File: src/sv/bpc_pkg.sv
// shared types and constants for the button press classifier
`default_nettype none

package bpc_pkg;

   // configuration register file
   localparam int unsigned REG_BITS      = 11;
   localparam int unsigned CSR_ADDR_BITS = 5;
   localparam int unsigned CSR_DATA_BITS = 32;
   localparam int unsigned REG_IDX_BITS  = 3;

   localparam logic [REG_IDX_BITS-1:0] REG_RELEASE_MIN    = 3'd0;
   localparam logic [REG_IDX_BITS-1:0] REG_LONG_THRESHOLD = 3'd1;
   localparam logic [REG_IDX_BITS-1:0] REG_REPEAT_RELOAD  = 3'd2;
   localparam logic [REG_IDX_BITS-1:0] REG_HOLD_CLAMP     = 3'd3;
   localparam logic [REG_IDX_BITS-1:0] REG_LONG_MAX       = 3'd4;

   localparam logic [REG_BITS-1:0] RELEASE_MIN_RST    = 11'd100;
   localparam logic [REG_BITS-1:0] LONG_THRESHOLD_RST = 11'd1000;
   localparam logic [REG_BITS-1:0] REPEAT_RELOAD_RST  = 11'd950;
   localparam logic [REG_BITS-1:0] HOLD_CLAMP_RST     = 11'd1050;
   localparam logic [REG_BITS-1:0] LONG_MAX_RST       = 11'd2000;

   // sticky flag positions, same order as the acknowledge mask
   localparam int unsigned FLAG_BITS    = 7;
   localparam int unsigned F_INC        = 0;
   localparam int unsigned F_DEC        = 1;
   localparam int unsigned F_SET_SHORT  = 2;
   localparam int unsigned F_SET_LONG   = 3;
   localparam int unsigned F_ENT_SHORT  = 4;
   localparam int unsigned F_ENT_LONG   = 5;
   localparam int unsigned F_COMBO      = 6;

   typedef struct packed {
      logic                 inc_level;
      logic                 dec_level;
      logic                 set_level;
      logic                 enter_level;
      logic                 combo_level;
      logic [FLAG_BITS-1:0] ack_mask;
   } req_type;

   typedef struct packed {
      logic inc_flag;
      logic dec_flag;
      logic set_short;
      logic set_long;
      logic enter_short;
      logic enter_long;
      logic combo_flag;
   } rsp_type;

endpackage

`default_nettype wire

File: src/sv/button_press_classifier_top.sv
// button press classifier: tick-driven short/long press detection with sticky flags
// an accepted tick's result is registered once the result slot is free or draining
// throughput: one tick per cycle while rsp_ready is high; the per-tick update is a
// single registered pass over five hold counters and the flag register, limited by
// one compare chain. reset (synchronous, active high) clears counters, flags and both
// pipeline valids, and loads the configuration registers with their defaults
`default_nettype none

module button_press_classifier_top #(
   parameter int unsigned COUNT_BITS = 11
) (
   input  wire logic                                   clock,
   input  wire logic                                   reset,
   // tick channel
   input  wire logic                                   req_valid,
   output logic                                        req_ready,
   input  wire bpc_pkg::req_type                       req_payload,
   // flag channel
   output logic                                        rsp_valid,
   input  wire logic                                   rsp_ready,
   output bpc_pkg::rsp_type                            rsp_payload,
   // configuration port
   input  wire logic                                   csr_psel,
   input  wire logic                                   csr_penable,
   input  wire logic                                   csr_pwrite,
   input  wire logic [bpc_pkg::CSR_ADDR_BITS-1:0]      csr_paddr,
   input  wire logic [bpc_pkg::CSR_DATA_BITS-1:0]      csr_pwdata,
   output logic [bpc_pkg::CSR_DATA_BITS-1:0]           csr_prdata,
   output logic                                        csr_pready
);

   // compares run at the wider of counter and register width
   localparam int unsigned CMP_BITS =
      (COUNT_BITS > bpc_pkg::REG_BITS) ? COUNT_BITS : bpc_pkg::REG_BITS;
   localparam logic [COUNT_BITS-1:0] CMAX = {COUNT_BITS{1'b1}};

   // ---------------------------------------------------------------------
   // configuration registers
   // ---------------------------------------------------------------------
   logic [bpc_pkg::REG_BITS-1:0]     release_min_ff;
   logic [bpc_pkg::REG_BITS-1:0]     long_threshold_ff;
   logic [bpc_pkg::REG_BITS-1:0]     repeat_reload_ff;
   logic [bpc_pkg::REG_BITS-1:0]     hold_clamp_ff;
   logic [bpc_pkg::REG_BITS-1:0]     long_max_ff;
   logic                             csr_write;
   logic [bpc_pkg::REG_IDX_BITS-1:0] csr_index;
   logic [bpc_pkg::REG_BITS-1:0]     csr_wval;

   assign csr_pready = 1'b1;
   assign csr_write  = csr_psel && csr_penable && csr_pwrite && csr_pready;
   // registers sit on word addresses, byte offset ignored
   assign csr_index  = csr_paddr[bpc_pkg::CSR_ADDR_BITS-1:2];
   assign csr_wval   = csr_pwdata[bpc_pkg::REG_BITS-1:0];

   always_ff @(posedge clock) begin
      if (reset) begin
         release_min_ff    <= bpc_pkg::RELEASE_MIN_RST;
         long_threshold_ff <= bpc_pkg::LONG_THRESHOLD_RST;
         repeat_reload_ff  <= bpc_pkg::REPEAT_RELOAD_RST;
         hold_clamp_ff     <= bpc_pkg::HOLD_CLAMP_RST;
         long_max_ff       <= bpc_pkg::LONG_MAX_RST;
      end else if (csr_write) begin
         // writes beyond the register list are dropped
         unique case (csr_index)
            bpc_pkg::REG_RELEASE_MIN:    release_min_ff    <= csr_wval;
            bpc_pkg::REG_LONG_THRESHOLD: long_threshold_ff <= csr_wval;
            bpc_pkg::REG_REPEAT_RELOAD:  repeat_reload_ff  <= csr_wval;
            bpc_pkg::REG_HOLD_CLAMP:     hold_clamp_ff     <= csr_wval;
            bpc_pkg::REG_LONG_MAX:       long_max_ff       <= csr_wval;
            default: ;
         endcase
      end
   end

   // read-back, zero outside the register list
   always_comb begin
      csr_prdata = '0;
      unique case (csr_index)
         bpc_pkg::REG_RELEASE_MIN:
            csr_prdata = bpc_pkg::CSR_DATA_BITS'(release_min_ff);
         bpc_pkg::REG_LONG_THRESHOLD:
            csr_prdata = bpc_pkg::CSR_DATA_BITS'(long_threshold_ff);
         bpc_pkg::REG_REPEAT_RELOAD:
            csr_prdata = bpc_pkg::CSR_DATA_BITS'(repeat_reload_ff);
         bpc_pkg::REG_HOLD_CLAMP:
            csr_prdata = bpc_pkg::CSR_DATA_BITS'(hold_clamp_ff);
         bpc_pkg::REG_LONG_MAX:
            csr_prdata = bpc_pkg::CSR_DATA_BITS'(long_max_ff);
         default: csr_prdata = '0;
      endcase
   end

   // ---------------------------------------------------------------------
   // pipeline control: input register -> update pass -> result register
   // ---------------------------------------------------------------------
   logic             in_valid_ff;
   bpc_pkg::req_type in_payload_ff;
   logic             rsp_valid_ff;
   bpc_pkg::rsp_type rsp_payload_ff;
   logic             advance;

   // the held tick moves on when the result slot is free or being drained
   assign advance   = in_valid_ff && (!rsp_valid_ff || rsp_ready);
   // input register takes a new transfer whenever it is empty or emptying
   assign req_ready = !in_valid_ff || advance;

   always_ff @(posedge clock) begin
      if (reset) begin
         in_valid_ff <= 1'b0;
      end else if (req_ready) begin
         in_valid_ff <= req_valid;
      end
   end

   always_ff @(posedge clock) begin
      if (req_valid && req_ready) begin
         in_payload_ff <= req_payload;
      end
   end

   always_ff @(posedge clock) begin
      if (reset) begin
         rsp_valid_ff <= 1'b0;
      end else if (advance) begin
         rsp_valid_ff <= 1'b1;
      end else if (rsp_ready) begin
         rsp_valid_ff <= 1'b0;
      end
   end

   assign rsp_valid   = rsp_valid_ff;
   assign rsp_payload = rsp_payload_ff;

   // ---------------------------------------------------------------------
   // hold counters and sticky flags
   // ---------------------------------------------------------------------
   logic [COUNT_BITS-1:0]         inc_count_ff,   inc_count_in;
   logic [COUNT_BITS-1:0]         dec_count_ff,   dec_count_in;
   logic [COUNT_BITS-1:0]         set_count_ff,   set_count_in;
   logic [COUNT_BITS-1:0]         enter_count_ff, enter_count_in;
   logic [COUNT_BITS-1:0]         combo_count_ff, combo_count_in;
   logic [bpc_pkg::FLAG_BITS-1:0] event_flags_ff, event_flags_in;

   logic [CMP_BITS-1:0]   rel_min_w;
   logic [CMP_BITS-1:0]   long_thr_w;
   logic [CMP_BITS-1:0]   reload_w;
   logic [CMP_BITS-1:0]   clamp_w;
   logic [CMP_BITS-1:0]   long_max_w;
   logic [COUNT_BITS-1:0] reload_sat;

   // saturating advance by one
   function automatic logic [COUNT_BITS-1:0] bump(input logic [COUNT_BITS-1:0] c);
      return (c == CMAX) ? c : c + 1'b1;
   endfunction

   function automatic logic [CMP_BITS-1:0] widen(input logic [COUNT_BITS-1:0] c);
      return CMP_BITS'(c);
   endfunction

   assign rel_min_w  = CMP_BITS'(release_min_ff);
   assign long_thr_w = CMP_BITS'(long_threshold_ff);
   assign reload_w   = CMP_BITS'(repeat_reload_ff);
   assign clamp_w    = CMP_BITS'(hold_clamp_ff);
   assign long_max_w = CMP_BITS'(long_max_ff);
   // auto-repeat reload cannot exceed what the counter holds
   assign reload_sat = (reload_w > widen(CMAX)) ? CMAX : COUNT_BITS'(repeat_reload_ff);

   always_comb begin
      // acknowledged flags drop before the tick is evaluated
      event_flags_in = event_flags_ff & ~in_payload_ff.ack_mask;
      inc_count_in   = inc_count_ff;
      dec_count_in   = dec_count_ff;
      set_count_in   = set_count_ff;
      enter_count_in = enter_count_ff;
      combo_count_in = combo_count_ff;

      // only the highest priority pressed button advances its counter
      priority if (in_payload_ff.inc_level) begin
         inc_count_in = bump(inc_count_in);
      end else if (in_payload_ff.dec_level) begin
         dec_count_in = bump(dec_count_in);
      end else if (in_payload_ff.combo_level) begin
         set_count_in   = '0;
         enter_count_in = '0;
         combo_count_in = bump(combo_count_in);
      end else if (in_payload_ff.set_level) begin
         set_count_in = bump(set_count_in);
      end else if (in_payload_ff.enter_level) begin
         enter_count_in = bump(enter_count_in);
      end else begin
         // no button pressed, every counter holds
      end

      // increment: auto-repeat while held long, flag on a valid release
      if (in_payload_ff.inc_level) begin
         if (widen(inc_count_in) > long_thr_w) begin
            event_flags_in[bpc_pkg::F_INC] = 1'b1;
            inc_count_in = reload_sat;
         end
      end else begin
         if (widen(inc_count_in) > rel_min_w) begin
            event_flags_in[bpc_pkg::F_INC] = 1'b1;
         end
         inc_count_in = '0;
      end

      // decrement: same scheme as increment
      if (in_payload_ff.dec_level) begin
         if (widen(dec_count_in) > long_thr_w) begin
            event_flags_in[bpc_pkg::F_DEC] = 1'b1;
            dec_count_in = reload_sat;
         end
      end else begin
         if (widen(dec_count_in) > rel_min_w) begin
            event_flags_in[bpc_pkg::F_DEC] = 1'b1;
         end
         dec_count_in = '0;
      end

      // set: clamp while held, classify short or long on release
      if (in_payload_ff.set_level) begin
         if (widen(set_count_in) > clamp_w) begin
            set_count_in = COUNT_BITS'(hold_clamp_ff);
         end
      end else begin
         if (widen(set_count_in) > rel_min_w && widen(set_count_in) <= long_thr_w) begin
            event_flags_in[bpc_pkg::F_SET_SHORT] = 1'b1;
            event_flags_in[bpc_pkg::F_SET_LONG]  = 1'b0;
         end else if (widen(set_count_in) > long_thr_w
                      && widen(set_count_in) <= long_max_w) begin
            event_flags_in[bpc_pkg::F_SET_SHORT] = 1'b0;
            event_flags_in[bpc_pkg::F_SET_LONG]  = 1'b1;
         end
         set_count_in = '0;
      end

      // enter: same scheme as set
      if (in_payload_ff.enter_level) begin
         if (widen(enter_count_in) > clamp_w) begin
            enter_count_in = COUNT_BITS'(hold_clamp_ff);
         end
      end else begin
         if (widen(enter_count_in) > rel_min_w
             && widen(enter_count_in) <= long_thr_w) begin
            event_flags_in[bpc_pkg::F_ENT_SHORT] = 1'b1;
            event_flags_in[bpc_pkg::F_ENT_LONG]  = 1'b0;
         end else if (widen(enter_count_in) > long_thr_w
                      && widen(enter_count_in) <= long_max_w) begin
            event_flags_in[bpc_pkg::F_ENT_SHORT] = 1'b0;
            event_flags_in[bpc_pkg::F_ENT_LONG]  = 1'b1;
         end
         enter_count_in = '0;
      end

      // combo: holds set and enter at zero, reports a long hold on release
      if (in_payload_ff.combo_level) begin
         set_count_in   = '0;
         enter_count_in = '0;
         if (widen(combo_count_in) > long_thr_w) begin
            combo_count_in = COUNT_BITS'(long_threshold_ff);
         end
      end else begin
         if (widen(combo_count_in) >= long_thr_w) begin
            event_flags_in[bpc_pkg::F_COMBO] = 1'b1;
         end
         combo_count_in = '0;
      end
   end

   always_ff @(posedge clock) begin
      if (reset) begin
         inc_count_ff   <= '0;
         dec_count_ff   <= '0;
         set_count_ff   <= '0;
         enter_count_ff <= '0;
         combo_count_ff <= '0;
         event_flags_ff <= '0;
      end else if (advance) begin
         inc_count_ff   <= inc_count_in;
         dec_count_ff   <= dec_count_in;
         set_count_ff   <= set_count_in;
         enter_count_ff <= enter_count_in;
         combo_count_ff <= combo_count_in;
         event_flags_ff <= event_flags_in;
      end
   end

   // result register takes the updated flags with each tick
   always_ff @(posedge clock) begin
      if (advance) begin
         rsp_payload_ff.inc_flag    <= event_flags_in[bpc_pkg::F_INC];
         rsp_payload_ff.dec_flag    <= event_flags_in[bpc_pkg::F_DEC];
         rsp_payload_ff.set_short   <= event_flags_in[bpc_pkg::F_SET_SHORT];
         rsp_payload_ff.set_long    <= event_flags_in[bpc_pkg::F_SET_LONG];
         rsp_payload_ff.enter_short <= event_flags_in[bpc_pkg::F_ENT_SHORT];
         rsp_payload_ff.enter_long  <= event_flags_in[bpc_pkg::F_ENT_LONG];
         rsp_payload_ff.combo_flag  <= event_flags_in[bpc_pkg::F_COMBO];
      end
   end

   // ---------------------------------------------------------------------
   // assertions
   // ---------------------------------------------------------------------
   // a combo tick leaves set and enter counters at zero
   a_combo_zeroes: assert property (@(posedge clock) disable iff (reset)
      (advance && in_payload_ff.combo_level)
         |=> (set_count_ff == '0 && enter_count_ff == '0))
      else $error("set/enter counter not zero after combo tick");

   // a released increment button leaves its counter at zero
   a_inc_release: assert property (@(posedge clock) disable iff (reset)
      (advance && !in_payload_ff.inc_level) |=> (inc_count_ff == '0))
      else $error("increment counter not cleared on release");

   // short and long of one button never pend together
   a_set_exclusive: assert property (@(posedge clock) disable iff (reset)
      !(event_flags_ff[bpc_pkg::F_SET_SHORT] && event_flags_ff[bpc_pkg::F_SET_LONG]))
      else $error("set short and long both pending");

   a_ent_exclusive: assert property (@(posedge clock) disable iff (reset)
      !(event_flags_ff[bpc_pkg::F_ENT_SHORT] && event_flags_ff[bpc_pkg::F_ENT_LONG]))
      else $error("enter short and long both pending");

   // a shown result's combo and increment flags match the flag state it came from
   a_rsp_tracks_flags: assert property (@(posedge clock) disable iff (reset)
      rsp_valid_ff |-> (rsp_payload_ff.combo_flag == event_flags_ff[bpc_pkg::F_COMBO]
                        && rsp_payload_ff.inc_flag == event_flags_ff[bpc_pkg::F_INC]))
      else $error("result payload diverged from flag state");

endmodule

`default_nettype wire
File: config.mk
export PLATFORM = sky130hd
export DESIGN_NAME = button_press_classifier_top
export DESIGN_NICKNAME = d
export VERILOG_FILES = /design/src/sv/bpc_pkg.sv /design/src/sv/button_press_classifier_top.sv
export SDC_FILE = /design/constraint.sdc
export NUM_CORES = 1
export LEC_CHECK = 0
export ABC_AREA = 1
export BUFFER_PORTS_ARGS = -buffer_cell sky130_fd_sc_hd__buf_2
export CORE_ASPECT_RATIO = 1.5
export CORE_MARGIN = 2
export CORE_UTILIZATION = 60
export CTS_CLUSTER_SIZE = 10
export DETAILED_ROUTE_END_ITERATION = 10
export GPL_ROUTABILITY_DRIVEN = 0
export PLACE_DENSITY = 0.8
export SYNTH_ARGS = -nofsm -noshare
export SYNTH_HDL_FRONTEND = slang
export SYNTH_SLANG_ARGS = --single-unit
File: constraint.sdc
create_clock -name clock -period 7.6 [get_ports clock]
set_input_delay 0.76 -clock clock [delete_from_list [all_inputs] [get_ports clock]]
set_output_delay 0.76 -clock clock [all_outputs]
set_load 0.05 [all_outputs]
==> impl_metrics.env <==
export IMPL_final_cell_mix="nand2_1, inv_1, a21oi_1"
export IMPL_max_slew_worst_pin_slew_ps=1110
export IMPL_dieHeight_um=172.3
export IMPL_maxSlewHeadroom_pct=25.45
export IMPL_nNetsFinal=1888
export IMPL_synth_distinct_cells=49
export IMPL_grt_usage_pct=34.97
export IMPL_avgSynthCellArea_sq_um=6.831
export IMPL_clock_skew_ps=10.51
export IMPL_clockBufferDepth=2
export IMPL_cts_root_buf="clkbuf_16"
export IMPL_grt_max_degree=47
export IMPL_clock_latency_ps=440
export IMPL_layout_cells_non_filler=1949
export IMPL_fin_area_sq_um=12200
export IMPL_synth_seq_cells=138
export IMPL_cts_max_level=4
export IMPL_end_kind="flip-flop"
export IMPL_wl_per_cell_um=17.45
export IMPL_grt_pass1_vias=10915
export IMPL_ys_seq_area_share_pct=26.07
export IMPL_final_common_cell="nand2_1"
export IMPL_wl_mm=34.01
export IMPL_critPathBufInv=2
export IMPL_drt_initial_drc_count=830
export IMPL_cts_resized=0
export IMPL_critical_path_top_delay_family="simple AND/OR/NAND/NOR gates"
export IMPL_finalSetupViolCount=0
export IMPL_drc=0
export IMPL_hpwlAfterDp_mm=25.38
export IMPL_cts_sinks=138
export IMPL_rsz0062_at_grt="no"
export IMPL_drive_gt1_share_pct=8.014
export IMPL_startpoint_type="flip-flop"
export IMPL_cts_tree="done"
export IMPL_drtAntennaViolNets=0
export IMPL_worstSetupPathType="reg -> reg"
export IMPL_maxCapViolations=0
export IMPL_powerDensity_nw_per_um2=148.1
export IMPL_seq_area_sq_um=2953
export IMPL_dr_pass1_iters=6
export IMPL_syn_instance_count=1658
export IMPL_status="complete, no violations"
export IMPL_max_stage_delay_ps=570
export IMPL_n_fill_cell=1665
export IMPL_diodes=0
export IMPL_postCtsHoldBufs=0
export IMPL_async_flop_share_pct=0
export IMPL_synth_warnings=0
export IMPL_grt_pass1_wl_mm=53.83
export IMPL_port_buffers=52
export IMPL_placed_area_sq_um=11610
export IMPL_setup_ws_ps=3872
export IMPL_area_growth_pct=7.733
export IMPL_multi_input_area_sq_um=7198
export IMPL_vias=11473
export IMPL_min_period_ps=3728
export IMPL_peakVddDrop_mv=0.1289
export IMPL_worstPathMaxFanout=13
export IMPL_cp_data_required_time_ps=7880
export IMPL_die_area_sq_um=20010
export IMPL_core_area_sq_um=18550
export IMPL_start_util_pct=61.07
export IMPL_placed_cells=1917
export IMPL_slowest_stage="edfxtp_1"
export IMPL_rows=61
export IMPL_fin_crit_sh_pct=49.05
export IMPL_post_cts_buffers=0
export IMPL_via_per_inst=5.887
export IMPL_finalHoldViolations=0
export IMPL_numCtsBuffers=17
export IMPL_synth_edff_count=19
export IMPL_path_clk_slew_ps=60
export IMPL_path_cells="clkinv_4, nand2_8, nor2_4, nand4_2, nor2_1, nand3_1, nand2_1, inv_1, ha_1, nand2_1, nor2_1, nand3_1, nand3_1, nand2_1, o211ai_1, a21oi_1"
export IMPL_io_pin_count=98
export IMPL_dp_slack_ps=3937
export IMPL_overflow=0
export IMPL_power_leakage_nw=6.042
export IMPL_arrival_ps=4010
export IMPL_die_x_um=116.2
export IMPL_setup_tns_ps=0
export IMPL_min_path_type="reg -> reg"
export IMPL_max_clock_freq_mhz=268.3
export IMPL_syn_cell_area_sq_um=11330
export IMPL_grt_antenna_before_repair=0
export IMPL_finalMaxSlewViolations=0
export IMPL_synthFlopType="dfxtp_1"
## flip-flops by register name, indices dropped and copies added (netlist names)
name / count
clamp_w: 11
combo_count_ff: 11
dec_count_ff: 11
enter_count_ff: 11
event_flags_ff: 7
in_payload_ff: 12
in_valid_ff: 1
inc_count_ff: 11
long_max_ff: 11
long_thr_w: 11
rel_min_w: 11
reload_w: 11
rsp_payload: 7
rsp_valid: 1
set_count_ff: 11
## worst reg2reg max path, cell delays in order (launching register included)
cell and delay, ps:
edfxtp_1 570, clkinv_4 170, nand2_8 130, nor2_4 290, nand4_2 200, nor2_1 160
nand3_1 80, nand2_1 110, inv_1 60, ha_1 280, nand2_1 80, nor2_1 140
nand3_1 120, nand3_1 360, nand2_1 380, o211ai_1 330, a21oi_1 120
## metrics by stage
stage	util, %	hold WS (ps)	total power, W
floorplan	-	445.3	0.0009371
global placement	62.61	453.4	0.0009802
detailed placement	62.61	459.1	0.0009851
CTS	65.79	468.5	0.001803
global route	65.79	490.8	0.001855
finish	65.79	471.1	0.001807
## where the power goes
part / internal, W / switching [W] / total, W
logic: 0.0000487 / 0.000161 / 0.000210
clock network: 0.000489 / 0.000343 / 0.000832
registers: 0.000754 / 0.0000106 / 0.000765
## final timing paths
check	depth (start not counted)	slack [ps]	start	to
setup / recovery	16	3870	in_payload_ff[11]	combo_count_ff[1]
hold / removal	2	470	inc_count_ff[10]	inc_count_ff[10]
setup reg to reg	16	3870	in_payload_ff[11]	combo_count_ff[1]
hold reg to reg	2	470	inc_count_ff[10]	inc_count_ff[10]
## metal layers
| layer | vias to the layer above | wire [um] | track usage [%] |
|---|---|---|---|
| met5 | - | 0 | 0 |
| met4 | 0 | 2857 | 27.43 |
| met3 | 158 | 2115 | 5.538 |
| met2 | 481 | 16430 | 59.52 |
| met1 | 5238 | 12610 | 38.26 |
| li1 | 5596 | - | - |
## Yosys cell counts (all sizes together) (10+ instances only)
cell	number	area, sq um
edfxtp	19	570.6
buf	50	329.1
nor2	99	437.9
a221oi	10	87.58
a21oi	172	875.8
dfxtp	119	2382
ha	148	1852
inv	221	832.1
o21a	12	90.09
nand2	398	1530
xor2	14	122.6
clkbuf	20	75.07
o21ai	99	499.2
o211ai	27	202.7
nand3	159	835.8
nand4	29	193.9
nor3	24	136.4
## area by class of cell
class	count	area share, %
clock buffer	19	3.897
clock inverter	13	0.9331
inverter	224	6.952
multi-input combinational	1246	58.99
sequential	138	24.20
tap	252	2.584
timing repair buffer	57	2.441
## cell families after synthesis
logic type | count (synthesis) | synth area share [%]
DFF | 138 | 26.07
xor gates and xnor gates | 18 | 1.392
other | 2 | 0.06631
buffers and inverters | 294 | 11.06
adders and majority gates | 148 | 16.35
AOI/OAI and AO/OA | 334 | 16.36
and+or+nand+nor | 724 | 28.70
Note: power is estimated with default switching activity, not from simulation.
